[src/hdl/cbe_pkg.sv]
// cbe_pkg: shared widths, register indexes, reset values and the
// command/status types passed between the easing controller and datapath.
// No dependencies.
package cbe_pkg;

  localparam int PROG_W     = 17;
  localparam int XREG_W     = 17;
  localparam int YREG_W     = 19;
  localparam int OUT_W      = 19;
  localparam int CFG_IDX_W  = 3;
  localparam int CFG_DATA_W = 19;

  localparam logic [CFG_IDX_W-1:0] REG_X1 = 3'd0;
  localparam logic [CFG_IDX_W-1:0] REG_Y1 = 3'd1;
  localparam logic [CFG_IDX_W-1:0] REG_X2 = 3'd2;
  localparam logic [CFG_IDX_W-1:0] REG_Y2 = 3'd3;

  localparam logic [XREG_W-1:0] X1_RST = 17'd16384;
  localparam logic [YREG_W-1:0] Y1_RST = 19'd6554;
  localparam logic [XREG_W-1:0] X2_RST = 17'd16384;
  localparam logic [YREG_W-1:0] Y2_RST = 19'd65536;

  localparam int NEWTON_STEPS_DEF = 8;
  localparam int FRAC_BITS_DEF    = 16;
  localparam int BISECT_STEPS_DEF = 20;

  typedef enum logic [3:0] {
    DP_NOP,
    DP_START,
    DP_LOAD,
    DP_MAC,
    DP_ERR,
    DP_DIV_INIT,
    DP_DIV_STEP,
    DP_NEWTON_UPD,
    DP_BIS_INIT,
    DP_BIS_UPD,
    DP_FINISH
  } dp_op_t;

  typedef enum logic [3:0] {
    CF_ZERO,
    CF_AX,
    CF_BX,
    CF_CX,
    CF_AY,
    CF_BY,
    CF_CY,
    CF_AX3,
    CF_BX2
  } coef_sel_t;

  typedef enum logic [1:0] {
    RES_ZERO,
    RES_ONE,
    RES_ACC
  } res_sel_t;

  typedef struct packed {
    dp_op_t    op;
    coef_sel_t coef;
    res_sel_t  res;
  } dp_cmd_t;

  typedef struct packed {
    logic t_zero;
    logic t_one;
    logic err_small_n;
    logic err_small_b;
    logic acc_small;
    logic lo_lt_hi;
    logic out_free;
  } dp_stat_t;

endpackage

[src/hdl/cbe_if.sv]
// cbe_if: valid/ready channel interfaces for progress in, eased out and
// configuration writes. Depends on cbe_pkg for payload widths.

interface cbe_req_if;
  logic                         valid;
  logic                         ready;
  logic [cbe_pkg::PROG_W-1:0]   progress;
  modport source (output valid, output progress, input ready);
  modport sink (input valid, input progress, output ready);
endinterface

interface cbe_rsp_if;
  logic                              valid;
  logic                              ready;
  logic signed [cbe_pkg::OUT_W-1:0]  eased;
  modport source (output valid, output eased, input ready);
  modport sink (input valid, input eased, output ready);
endinterface

interface cbe_cfg_if;
  logic                             valid;
  logic                             ready;
  logic [cbe_pkg::CFG_IDX_W-1:0]    index;
  logic [cbe_pkg::CFG_DATA_W-1:0]   data;
  modport source (output valid, output index, output data, input ready);
  modport sink (input valid, input index, input data, output ready);
endinterface

[src/hdl/cbe_datapath.sv]
// cbe_datapath: control point registers, curve coefficients, shared
// rounding multiplier, serial divider, bisection bounds and output register.
// Depends on cbe_pkg; driven by cbe_ctrl commands.
module cbe_datapath #(
  parameter int FRAC_BITS = cbe_pkg::FRAC_BITS_DEF
) (
  input  logic                                clk,
  input  logic                                rst,
  input  cbe_pkg::dp_cmd_t                    cmd,
  output cbe_pkg::dp_stat_t                   stat,
  input  logic [cbe_pkg::PROG_W-1:0]          progress,
  input  logic                                cfg_we,
  input  logic [cbe_pkg::CFG_IDX_W-1:0]       cfg_index,
  input  logic [cbe_pkg::CFG_DATA_W-1:0]      cfg_data,
  output logic                                rsp_valid,
  input  logic                                rsp_ready,
  output logic signed [cbe_pkg::OUT_W-1:0]    eased
);
  import cbe_pkg::*;

  localparam int SW = FRAC_BITS + 1;
  localparam int CW = ((FRAC_BITS > 18) ? FRAC_BITS : 18) + 6;
  localparam int AW = CW + 2;
  localparam int PW = AW + SW + 1;
  localparam int TW = (PROG_W > SW) ? PROG_W : SW;
  localparam longint ONE = longint'(1) << FRAC_BITS;
  localparam longint NTOL_R = (ONE + 500000) / 1000000;
  localparam longint NTOL = (NTOL_R < 1) ? 1 : NTOL_R;
  localparam longint BTOL_R = (ONE + 5000) / 10000;
  localparam longint BTOL = (BTOL_R < 1) ? 1 : BTOL_R;
  localparam longint OMAX = (longint'(1) << (OUT_W - 1)) - 1;
  localparam longint OMIN = -(longint'(1) << (OUT_W - 1));

  localparam logic [SW-1:0]        ONE_S  = SW'(ONE);
  localparam logic [TW-1:0]        ONE_T  = TW'(ONE);
  localparam logic signed [CW-1:0] ONE_C  = CW'(ONE);
  localparam logic signed [AW-1:0] ONE_A  = AW'(ONE);
  localparam logic [AW-1:0]        NTOL_A = AW'(NTOL);
  localparam logic [AW-1:0]        BTOL_A = AW'(BTOL);
  localparam logic signed [AW-1:0] OMAX_A = AW'(OMAX);
  localparam logic signed [AW-1:0] OMIN_A = AW'(OMIN);
  localparam logic signed [PW-1:0] HALF_P = PW'(longint'(1) << (FRAC_BITS - 1));
  localparam logic signed [SW+1:0] TWO_Q  = (SW+2)'(longint'(2) << FRAC_BITS);
  localparam logic signed [SW+1:0] ONE_Q  = (SW+2)'(ONE);

  // control point registers
  logic [XREG_W-1:0] x1, x2;
  logic [YREG_W-1:0] y1, y2;

  always_ff @(posedge clk) begin
    if (rst) begin
      x1 <= X1_RST;
      y1 <= Y1_RST;
      x2 <= X2_RST;
      y2 <= Y2_RST;
    end else if (cfg_we) begin
      case (cfg_index)
        REG_X1:  x1 <= cfg_data[XREG_W-1:0];
        REG_Y1:  y1 <= cfg_data[YREG_W-1:0];
        REG_X2:  x2 <= cfg_data[XREG_W-1:0];
        REG_Y2:  y2 <= cfg_data[YREG_W-1:0];
        default: ;
      endcase
    end
  end

  // coefficients from the control points
  logic signed [CW-1:0] x1w, x2w, x1c, x2c, y1w, y2w;
  logic signed [CW-1:0] cx_n, bx_n, ax_n, cy_n, by_n, ay_n;

  always_comb begin
    x1w  = CW'(x1);
    x2w  = CW'(x2);
    x1c  = (x1w > ONE_C) ? ONE_C : x1w;
    x2c  = (x2w > ONE_C) ? ONE_C : x2w;
    y1w  = CW'(signed'(y1));
    y2w  = CW'(signed'(y2));
    cx_n = (x1c <<< 1) + x1c;
    bx_n = ((x2c - x1c) <<< 1) + (x2c - x1c) - cx_n;
    ax_n = ONE_C - cx_n - bx_n;
    cy_n = (y1w <<< 1) + y1w;
    by_n = ((y2w - y1w) <<< 1) + (y2w - y1w) - cy_n;
    ay_n = ONE_C - cy_n - by_n;
  end

  logic signed [CW-1:0] cx, bx, ax, cy, by, ay, ax3, bx2;
  logic [PROG_W-1:0]    t;
  logic [SW-1:0]        s, lo, hi;
  logic signed [AW-1:0] acc, err;
  logic [AW-1:0]        dv;
  logic [AW:0]          rem;
  logic [SW-1:0]        quo;
  logic                 sat, neg;

  logic signed [CW-1:0] cf;
  logic signed [AW-1:0] cfa, mq, mac, err_n, t_a, res_v, res_c;
  logic signed [PW-1:0] prod;
  logic [AW-1:0]        err_abs, acc_abs, rd;
  logic                 ge;
  logic signed [SW+1:0] qs, sn, snew;
  logic [SW-1:0]        s_clamp, lo_n, hi_n;
  logic [SW:0]          mid;

  always_comb begin
    case (cmd.coef)
      CF_AX:   cf = ax;
      CF_BX:   cf = bx;
      CF_CX:   cf = cx;
      CF_AY:   cf = ay;
      CF_BY:   cf = by;
      CF_CY:   cf = cy;
      CF_AX3:  cf = ax3;
      CF_BX2:  cf = bx2;
      default: cf = '0;
    endcase
    cfa = AW'(cf);

    // round to nearest, ties toward plus infinity
    prod = acc * $signed({1'b0, s});
    mq   = AW'((prod + HALF_P) >>> FRAC_BITS);
    mac  = mq + cfa;

    t_a     = AW'(t);
    err_n   = acc - t_a;
    err_abs = err[AW-1] ? AW'(-err) : AW'(err);
    acc_abs = acc[AW-1] ? AW'(-acc) : AW'(acc);

    ge = rem >= {1'b0, dv};
    rd = ge ? AW'(rem - {1'b0, dv}) : AW'(rem);

    // an oversized quotient only has to push s past either end
    qs   = sat ? TWO_Q : (SW+2)'(quo);
    sn   = (SW+2)'(s);
    snew = neg ? (sn + qs) : (sn - qs);
    if (snew < 0) s_clamp = '0;
    else if (snew > ONE_Q) s_clamp = ONE_S;
    else s_clamp = SW'(snew);

    lo_n = err[AW-1] ? s : lo;
    hi_n = err[AW-1] ? hi : s;
    mid  = ({1'b0, lo_n} + {1'b0, hi_n}) >> 1;

    case (cmd.res)
      RES_ONE: res_v = ONE_A;
      RES_ACC: res_v = acc;
      default: res_v = '0;
    endcase
    if (res_v > OMAX_A) res_c = OMAX_A;
    else if (res_v < OMIN_A) res_c = OMIN_A;
    else res_c = res_v;
  end

  always_ff @(posedge clk) begin
    case (cmd.op)
      DP_START: begin
        t   <= progress;
        s   <= SW'(progress);
        cx  <= cx_n;
        bx  <= bx_n;
        ax  <= ax_n;
        cy  <= cy_n;
        by  <= by_n;
        ay  <= ay_n;
        ax3 <= (ax_n <<< 1) + ax_n;
        bx2 <= bx_n <<< 1;
      end
      DP_LOAD: acc <= cfa;
      DP_MAC:  acc <= mac;
      DP_ERR:  err <= err_n;
      DP_DIV_INIT: begin
        dv  <= acc_abs;
        rem <= {1'b0, err_abs};
        quo <= '0;
        sat <= {1'b0, err_abs} >= {acc_abs, 1'b0};
        neg <= err[AW-1] ^ acc[AW-1];
      end
      DP_DIV_STEP: begin
        rem <= {rd, 1'b0};
        quo <= {quo[SW-2:0], ge};
      end
      DP_NEWTON_UPD: s <= s_clamp;
      DP_BIS_INIT: begin
        lo <= '0;
        hi <= ONE_S;
        s  <= SW'(t);
      end
      DP_BIS_UPD: begin
        lo <= lo_n;
        hi <= hi_n;
        s  <= mid[SW-1:0];
      end
      DP_FINISH: eased <= res_c[OUT_W-1:0];
      default: ;
    endcase
  end

  always_ff @(posedge clk) begin
    if (rst) begin
      rsp_valid <= 1'b0;
    end else begin
      if (rsp_valid && rsp_ready) rsp_valid <= 1'b0;
      if (cmd.op == DP_FINISH) rsp_valid <= 1'b1;
    end
  end

  always_comb begin
    stat.t_zero      = (t == '0);
    stat.t_one       = (TW'(t) >= ONE_T);
    stat.err_small_n = (err_abs < NTOL_A);
    stat.err_small_b = (err_abs < BTOL_A);
    stat.acc_small   = (acc_abs < NTOL_A);
    stat.lo_lt_hi    = (lo < hi);
    stat.out_free    = !rsp_valid || rsp_ready;
  end

endmodule

[src/hdl/cbe_ctrl.sv]
// cbe_ctrl: sequencer for the easing solver; steps the datapath through
// end checks, Newton steps, bisection and the final y evaluation.
// Depends on cbe_pkg.
module cbe_ctrl #(
  parameter int NEWTON_STEPS = cbe_pkg::NEWTON_STEPS_DEF,
  parameter int FRAC_BITS    = cbe_pkg::FRAC_BITS_DEF,
  parameter int BISECT_STEPS = cbe_pkg::BISECT_STEPS_DEF
) (
  input  logic               clk,
  input  logic               rst,
  input  logic               req_valid,
  output logic               req_ready,
  output cbe_pkg::dp_cmd_t   cmd,
  input  cbe_pkg::dp_stat_t  stat
);
  import cbe_pkg::*;

  localparam int SW  = FRAC_BITS + 1;
  localparam int DCW = $clog2(SW);
  localparam int NIW = $clog2(NEWTON_STEPS + 1);
  localparam int BIW = $clog2(BISECT_STEPS + 1);

  typedef enum logic [3:0] {
    S_IDLE, S_ENDS, S_XPOLY, S_XERR, S_NCHK, S_DPOLY, S_DCHK, S_DIVI,
    S_DIVS, S_NUPD, S_BINIT, S_BLOOP, S_BCHK, S_BUPD, S_YPOLY, S_FIN
  } state_t;

  state_t          state;
  logic [1:0]      ph;
  logic [NIW-1:0]  ni;
  logic [BIW-1:0]  bi;
  logic [DCW-1:0]  dc;
  logic            bis;
  res_sel_t        res_sel;

  assign req_ready = (state == S_IDLE);

  always_comb begin
    cmd.op   = DP_NOP;
    cmd.coef = CF_ZERO;
    cmd.res  = res_sel;
    case (state)
      S_IDLE:  if (req_valid) cmd.op = DP_START;
      S_XPOLY: begin
        cmd.op = (ph == 2'd0) ? DP_LOAD : DP_MAC;
        case (ph)
          2'd0:    cmd.coef = CF_AX;
          2'd1:    cmd.coef = CF_BX;
          2'd2:    cmd.coef = CF_CX;
          default: cmd.coef = CF_ZERO;
        endcase
      end
      S_DPOLY: begin
        cmd.op = (ph == 2'd0) ? DP_LOAD : DP_MAC;
        case (ph)
          2'd0:    cmd.coef = CF_AX3;
          2'd1:    cmd.coef = CF_BX2;
          default: cmd.coef = CF_CX;
        endcase
      end
      S_YPOLY: begin
        cmd.op = (ph == 2'd0) ? DP_LOAD : DP_MAC;
        case (ph)
          2'd0:    cmd.coef = CF_AY;
          2'd1:    cmd.coef = CF_BY;
          2'd2:    cmd.coef = CF_CY;
          default: cmd.coef = CF_ZERO;
        endcase
      end
      S_XERR:  cmd.op = DP_ERR;
      S_DIVI:  cmd.op = DP_DIV_INIT;
      S_DIVS:  cmd.op = DP_DIV_STEP;
      S_NUPD:  cmd.op = DP_NEWTON_UPD;
      S_BINIT: cmd.op = DP_BIS_INIT;
      S_BUPD:  cmd.op = DP_BIS_UPD;
      S_FIN:   if (stat.out_free) cmd.op = DP_FINISH;
      default: ;
    endcase
  end

  always_ff @(posedge clk) begin
    if (rst) begin
      state   <= S_IDLE;
      ph      <= '0;
      ni      <= '0;
      bi      <= '0;
      dc      <= '0;
      bis     <= 1'b0;
      res_sel <= RES_ZERO;
    end else begin
      case (state)
        S_IDLE: begin
          if (req_valid) begin
            state <= S_ENDS;
            ph    <= '0;
            ni    <= '0;
            bis   <= 1'b0;
          end
        end
        S_ENDS: begin
          if (stat.t_zero) begin
            res_sel <= RES_ZERO;
            state   <= S_FIN;
          end else if (stat.t_one) begin
            res_sel <= RES_ONE;
            state   <= S_FIN;
          end else begin
            state <= S_XPOLY;
          end
        end
        S_XPOLY: begin
          ph <= ph + 2'd1;
          if (ph == 2'd3) begin
            ph    <= '0;
            state <= S_XERR;
          end
        end
        S_XERR:  state <= bis ? S_BCHK : S_NCHK;
        S_NCHK:  state <= stat.err_small_n ? S_YPOLY : S_DPOLY;
        S_DPOLY: begin
          ph <= ph + 2'd1;
          if (ph == 2'd2) begin
            ph    <= '0;
            state <= S_DCHK;
          end
        end
        // flat slope gives up on newton
        S_DCHK:  state <= stat.acc_small ? S_BINIT : S_DIVI;
        S_DIVI: begin
          dc    <= '0;
          state <= S_DIVS;
        end
        S_DIVS: begin
          dc <= dc + 1'b1;
          if (dc == DCW'(SW - 1)) state <= S_NUPD;
        end
        S_NUPD: begin
          ni <= ni + 1'b1;
          if (ni == NIW'(NEWTON_STEPS - 1)) state <= S_BINIT;
          else state <= S_XPOLY;
        end
        S_BINIT: begin
          bis   <= 1'b1;
          bi    <= '0;
          state <= S_BLOOP;
        end
        S_BLOOP: begin
          if (bi < BIW'(BISECT_STEPS) && stat.lo_lt_hi) state <= S_XPOLY;
          else state <= S_YPOLY;
        end
        S_BCHK:  state <= stat.err_small_b ? S_YPOLY : S_BUPD;
        S_BUPD: begin
          bi    <= bi + 1'b1;
          state <= S_BLOOP;
        end
        S_YPOLY: begin
          ph <= ph + 2'd1;
          if (ph == 2'd3) begin
            ph      <= '0;
            res_sel <= RES_ACC;
            state   <= S_FIN;
          end
        end
        S_FIN:   if (stat.out_free) state <= S_IDLE;
        default: state <= S_IDLE;
      endcase
    end
  end

endmodule

[src/hdl/cubic_bezier_easing_top.sv]
// cubic_bezier_easing_top: CSS-style cubic Bezier easing, y at x = progress.
// Depends on cbe_pkg, cbe_if, cbe_ctrl and cbe_datapath.
//
// Channels: req carries progress (17 bits, 16 fraction bits by default),
// rsp carries eased (19 bits signed), cfg writes the control points
// x1, y1, x2, y2 at indexes 0 to 3 and is always ready; write it only
// while no transaction is in flight.
// One item is solved at a time. Progress of zero or at/above 1.0 skips
// the solver. Otherwise each Newton step evaluates x(s) and its slope
// and runs the bit-serial divider, which dominates it; each bisection
// step evaluates x(s) and halves the bounds, and the final y polynomial follows.
// All products go through one rounding multiplier working on the curve
// parameter, one product per cycle.
// Reset restores the default control points and drops any pending result.
// The result sits in an output register; a new transaction is accepted
// while it waits, and the solver only holds if a second result is ready
// before the first has been taken.
module cubic_bezier_easing_top #(
  parameter int NEWTON_STEPS = cbe_pkg::NEWTON_STEPS_DEF,
  parameter int FRAC_BITS    = cbe_pkg::FRAC_BITS_DEF,
  parameter int BISECT_STEPS = cbe_pkg::BISECT_STEPS_DEF
) (
  input logic      clk,
  input logic      rst,
  cbe_req_if.sink  req,
  cbe_rsp_if.source rsp,
  cbe_cfg_if.sink  cfg
);
  import cbe_pkg::*;

  dp_cmd_t  cmd;
  dp_stat_t stat;

  assign cfg.ready = 1'b1;

  cbe_ctrl #(
    .NEWTON_STEPS (NEWTON_STEPS),
    .FRAC_BITS    (FRAC_BITS),
    .BISECT_STEPS (BISECT_STEPS)
  ) u_ctrl (
    .clk       (clk),
    .rst       (rst),
    .req_valid (req.valid),
    .req_ready (req.ready),
    .cmd       (cmd),
    .stat      (stat)
  );

  cbe_datapath #(
    .FRAC_BITS (FRAC_BITS)
  ) u_datapath (
    .clk       (clk),
    .rst       (rst),
    .cmd       (cmd),
    .stat      (stat),
    .progress  (req.progress),
    .cfg_we    (cfg.valid),
    .cfg_index (cfg.index),
    .cfg_data  (cfg.data),
    .rsp_valid (rsp.valid),
    .rsp_ready (rsp.ready),
    .eased     (rsp.eased)
  );

endmodule

[src/flat_wrapper.sv]
// flat-port wrapper written by rule: the top's interface ports become plain ports
module cubic_bezier_easing_top_flat import cbe_pkg::*;
#(
  parameter int NEWTON_STEPS = cbe_pkg::NEWTON_STEPS_DEF,
  parameter int FRAC_BITS    = cbe_pkg::FRAC_BITS_DEF,
  parameter int BISECT_STEPS = cbe_pkg::BISECT_STEPS_DEF
)
  (clk, rst, req_valid, req_progress, req_ready, rsp_valid, rsp_eased, rsp_ready, cfg_valid, cfg_index, cfg_data, cfg_ready);
  cbe_req_if req_i ();
  cbe_rsp_if rsp_i ();
  cbe_cfg_if cfg_i ();
  input logic clk;
  input logic rst;
  input wire logic [$bits(req_i.valid)-1:0] req_valid;
  input wire logic [$bits(req_i.progress)-1:0] req_progress;
  output wire logic [$bits(req_i.ready)-1:0] req_ready;
  output wire logic [$bits(rsp_i.valid)-1:0] rsp_valid;
  output wire logic [$bits(rsp_i.eased)-1:0] rsp_eased;
  input wire logic [$bits(rsp_i.ready)-1:0] rsp_ready;
  input wire logic [$bits(cfg_i.valid)-1:0] cfg_valid;
  input wire logic [$bits(cfg_i.index)-1:0] cfg_index;
  input wire logic [$bits(cfg_i.data)-1:0] cfg_data;
  output wire logic [$bits(cfg_i.ready)-1:0] cfg_ready;
  assign req_i.valid = req_valid;
  assign req_i.progress = req_progress;
  assign req_ready = req_i.ready;
  assign rsp_valid = rsp_i.valid;
  assign rsp_eased = rsp_i.eased;
  assign rsp_i.ready = rsp_ready;
  assign cfg_i.valid = cfg_valid;
  assign cfg_i.index = cfg_index;
  assign cfg_i.data = cfg_data;
  assign cfg_ready = cfg_i.ready;
  cubic_bezier_easing_top #(.NEWTON_STEPS(NEWTON_STEPS), .FRAC_BITS(FRAC_BITS), .BISECT_STEPS(BISECT_STEPS)) u_core (.clk(clk), .rst(rst), .req(req_i), .rsp(rsp_i), .cfg(cfg_i));
endmodule
[config.mk]
export PLATFORM = sky130hd
export DESIGN_NAME = cubic_bezier_easing_top_flat
export DESIGN_NICKNAME = d
export VERILOG_FILES = /design/src/hdl/cbe_pkg.sv /design/src/hdl/cbe_if.sv /design/src/hdl/cbe_datapath.sv /design/src/hdl/cbe_ctrl.sv /design/src/hdl/cubic_bezier_easing_top.sv /design/src/flat_wrapper.sv
export SDC_FILE = /design/constraint.sdc
export NUM_CORES = 2
export LEC_CHECK = 0
export ABC_AREA = 1
export BUFFER_PORTS_ARGS = -buffer_cell sky130_fd_sc_hd__buf_2
export CAP_MARGIN = 0
export CELL_PAD_IN_SITES_DETAIL_PLACEMENT = 1
export CELL_PAD_IN_SITES_GLOBAL_PLACEMENT = 2
export CORE_MARGIN = 4
export CORE_UTILIZATION = 43
export DETAILED_ROUTE_END_ITERATION = 12
export PLACE_DENSITY = 0.95
export SLEW_MARGIN = 20
export SYNTH_ARGS = -nofsm -noshare
export SYNTH_HDL_FRONTEND = slang
export SYNTH_SLANG_ARGS = --single-unit
[constraint.sdc]
create_clock -name clk -period 13.64 [get_ports clk]
set_input_delay 4.092 -clock clk [delete_from_list [all_inputs] [get_ports clk]]
set_output_delay 4.092 -clock clk [all_outputs]
set_load 0.03 [all_outputs]
==> impl_metrics.yaml <==
status:
  status: "completed"
synth:
  synth-seq-area-share_pct: 24.6
  synth_async_sr_flop_share_pct: 0
  postSynthNetCount: 7510
  synth_flop_cell: "sky130_fd_sc_hd__edfxtp_1"
  mappedNetlistArea_um2: 52100
  average_size_of_a_mapped_cell_um2: 8.00
  yosysUniqueCellTypes: 75
  ys_seq_elements: 459
  synth_edf_count: 363
  yosysWarningCount: 0
  synth_cells: 6519
detailed_routing:
  firstDrtPassIters: 5
  detailroute.via_count: 43918
  detailedRoute.firstIterationViolations: 2673
  wirelength_um: 169000
  route.detailed.wl_per_inst_um: 20.8
  drt.antenna.violating_nets: 0
  post-route-drc-count: 0
  avgViaCountPerCell: 5.39
die:
  pin_count: 66
  rows: 127
  die_width_um: 356
  die_area_um2: 127000
  fp.dieH_um: 356
  placeable_area_um2: 120000
  initial_utilization_pct: 43.4
final_layout:
  area_growth_syn_to_layout_pct: 7.26
  multi_input_area_um2: 33300
  diodes: 0
  fillers: 14754
  ratio_of_cells_with_drive_above_1_in_the_final_layout_pct: 4.68
  sequential_cell_area_um2: 12800
  design.final.nets: 7487
sta:
  final_period_minus_worst_setup_slack_ns: 9.42
  setup_slack_ns: 4.22
  slew-limit-headroom_pct: 22.9
  max_clock_freq_ghz: 0.106
  layout_worst_path_cycle_share_pct: 69.1
  clk_skew_ns: 0.0396
  tns_ns: 0
  rsz_0062_raised_after_global_routing: "no"
  slew_violations: 0
  worstMarginPinSlew_ns: 1.16
  report.final.hold_viol_count: 0
  finalSetupViolations: 0
worst_setup_path:
  worst_path_most_repeated_cell: "sky130_fd_sc_hd__fa_1"
  reg2reg_setup_slack_ns: 4.22
  cp_data_arrival_time_ns: 9.88
  timing.critical_path.fanout_max: 22
  critPathRequiredTime_ns: 14.10
  critPathSlowestCell: "sky130_fd_sc_hd__edfxtp_1"
  timing.critical_path.slowest_cell_delay_ns: 1.06
  critical_path_buf_inv_count: 3
  critical_path_class: "flop to flop"
  setup.worst_path.end_class: "flop"
  kind_of_launch_point_of_the_worst_setup_path: "flop"
  critical_path.top_delay_family: "adder cells"
global_routing:
  first_global_vias: 47572
  grt_use_total_pct: 27.0
  globalRoute.totalOverflow: 0
  grt_first_pass_wirelength_um: 269000
  grt_max_degree: 79
  grt_antenna_before_repair: 1
clock_network:
  post_cts_resized: 0
  cts_max_path_buffers: 3
  clkSinkCount: 459
  cts_root_buf: "sky130_fd_sc_hd__clkbuf_16"
  worst_setup_hold_path_clk_slew_ns: 0.07
  number_of_buffers_added_by_the_clock_tree_synthesis_step: 55
  cts_setup_buffers: 0
  holdBufCountCts: 0
  cts_htree_levels: 2
  tritoncts: "done"
  insertion_delay_to_the_later_sink_of_the_worst_skew_pair_ns: 0.67
place:
  placement.io_buffers: 64
  dp_worst_setup_slack_ns: 4.44
  gp_routability_congestion: 0.952
  place_hpwl_um: 138000
run:
  maxCapViolCount: 0
min_path:
  hp-class: "flop to flop"
==> kinds of logic (layout without fill, tap and decap cells) <==
family | after synthesis | count (layout) | share of synthesized area (%)
xor+xnor | 337 | 337 | 5.80
fa+ha+maj | 947 | 947 | 29.4
buf+inv | 1584 | 1605 | 11.5
simple gates | 2155 | 2155 | 17.4
flops | 459 | 459 | 24.6
compound gates | 1036 | 1036 | 11.3
other cells | 1 | 1 | 0.00719
==> cell usage after synthesis, types with 4 or more instances <==
| master | instances | area, um^2 |
|---|---|---|
| sky130_fd_sc_hd__inv_1 | 1377 | 5170 |
| sky130_fd_sc_hd__a211oi_1 | 12 | 90.1 |
| sky130_fd_sc_hd__nor4_1 | 20 | 125 |
| sky130_fd_sc_hd__ha_1 | 482 | 6030 |
| sky130_fd_sc_hd__a21oi_1 | 428 | 2140 |
| sky130_fd_sc_hd__a221oi_1 | 27 | 236 |
| sky130_fd_sc_hd__o2111ai_1 | 14 | 123 |
| sky130_fd_sc_hd__xor2_1 | 236 | 2070 |
| sky130_fd_sc_hd__dfxtp_1 | 96 | 1920 |
| sky130_fd_sc_hd__a22oi_1 | 12 | 90.1 |
| sky130_fd_sc_hd__clkbuf_1 | 140 | 526 |
| sky130_fd_sc_hd__o21bai_1 | 25 | 188 |
| sky130_fd_sc_hd__nand2_1 | 1259 | 4730 |
| sky130_fd_sc_hd__or2_2 | 28 | 175 |
| sky130_fd_sc_hd__nand3_1 | 206 | 1030 |
| sky130_fd_sc_hd__o221ai_1 | 8 | 70.1 |
| sky130_fd_sc_hd__a31oi_1 | 23 | 144 |
| sky130_fd_sc_hd__buf_1 | 39 | 146 |
| sky130_fd_sc_hd__nand4_1 | 78 | 488 |
| sky130_fd_sc_hd__nand3_2 | 8 | 80.1 |
| sky130_fd_sc_hd__a21o_1 | 21 | 158 |
| sky130_fd_sc_hd__o21a_1 | 13 | 97.6 |
| sky130_fd_sc_hd__a2111oi_0 | 4 | 35.0 |
| sky130_fd_sc_hd__o22ai_1 | 5 | 31.3 |
| sky130_fd_sc_hd__nor3_1 | 59 | 295 |
| sky130_fd_sc_hd__nor2_2 | 9 | 56.3 |
| sky130_fd_sc_hd__nor2_1 | 428 | 1610 |
| sky130_fd_sc_hd__xnor2_1 | 96 | 841 |
| sky130_fd_sc_hd__edfxtp_1 | 363 | 10900 |
| sky130_fd_sc_hd__buf_2 | 12 | 60.1 |
| sky130_fd_sc_hd__o31ai_1 | 12 | 90.1 |
| sky130_fd_sc_hd__a21boi_0 | 8 | 60.1 |
| sky130_fd_sc_hd__nand2_2 | 25 | 156 |
| sky130_fd_sc_hd__o21ai_0 | 357 | 1790 |
| sky130_fd_sc_hd__inv_2 | 7 | 26.3 |
| sky130_fd_sc_hd__fa_1 | 465 | 9310 |
| sky130_fd_sc_hd__o211ai_1 | 21 | 158 |
| sky130_fd_sc_hd__nand3b_1 | 20 | 150 |
| sky130_fd_sc_hd__o21ai_1 | 9 | 45.0 |
| sky130_fd_sc_hd__a22o_1 | 17 | 149 |
==> layout make-up <==
class                   instances  area share, %
clock buffers                  70           2.60
flip-flops and latches        459           22.9
multi-input cells            4476           59.6
well taps                    1612           3.61
inverters                    1387           9.32
clock inverters                31          0.624
repair buffers                117           1.32
==> cell usage in the layout (no fill, tap or decap), drive strengths merged, types with 24 or more instances in the layout <==
cell type	netlist	routed
a21oi	429	429
a221oi	27	27
a31oi	24	24
buf	57	117
clkbuf	140	70
clkinv	3	25
dfxtp	96	96
edfxtp	363	363
fa	465	465
ha	482	482
inv	1384	1386
nand2	1287	1287
nand3	215	215
nand4	79	79
nor2	438	438
nor3	60	60
o21ai	368	368
o21bai	25	25
or2	30	30
xnor2	97	97
xor2	240	240
==> state kept, by name, indices dropped and copies added, names as in the netlist, 22 cells and up <==
| signal | flops |
|---|---|
| u_core.u_datapath.acc | 26 |
| u_core.u_datapath.ax | 22 |
| u_core.u_datapath.ax3 | 22 |
| u_core.u_datapath.ay | 24 |
| u_core.u_datapath.by | 23 |
| u_core.u_datapath.dv | 26 |
| u_core.u_datapath.err | 26 |
| u_core.u_datapath.rem | 27 |
==> worst reg2reg max path, delay by kind of cell (launching register included) <==
family	cells	cell delay, ns
compound gates	11	2.78
xor+xnor	1	0.22
fa+ha+maj	8	3.73
buf+inv	3	0.20
flops	1	1.06
simple gates	8	1.24
==> metrics by stage <==
stage	cells	instance area, um^2	hold WS, ns	util [%]
after detailed placement	8050	54100	0.457	45.0
after floorplan	6519	52100	0.433	-
after CTS	8151	55900	0.467	46.5
final	8152	55900	0.468	46.5
after global routing	8152	55900	0.504	46.5
after global placement	8050	54100	0.452	45.0
==> layer usage <==
metal | global-route usage (%) | routed length, um
met2 | 48.0 | 83800
met1 | 33.4 | 70300
met5 | 0 | 0
met4 | 11.5 | 8520
met3 | 2.69 | 6850
==> final timing paths <==
kind	to	depth (start not counted)	start
setup / recovery	u_core.u_datapath.acc[23]	31	u_core.u_datapath.acc[4]
hold / removal	u_core.u_ctrl.bis	2	u_core.u_ctrl.bis
setup reg to reg	u_core.u_datapath.acc[23]	31	u_core.u_datapath.acc[4]
hold reg to reg	u_core.u_ctrl.bis	2	u_core.u_ctrl.bis
Power is not shown: default switching activity piles up to over one toggle a cycle in this logic, so the estimate is an artifact.
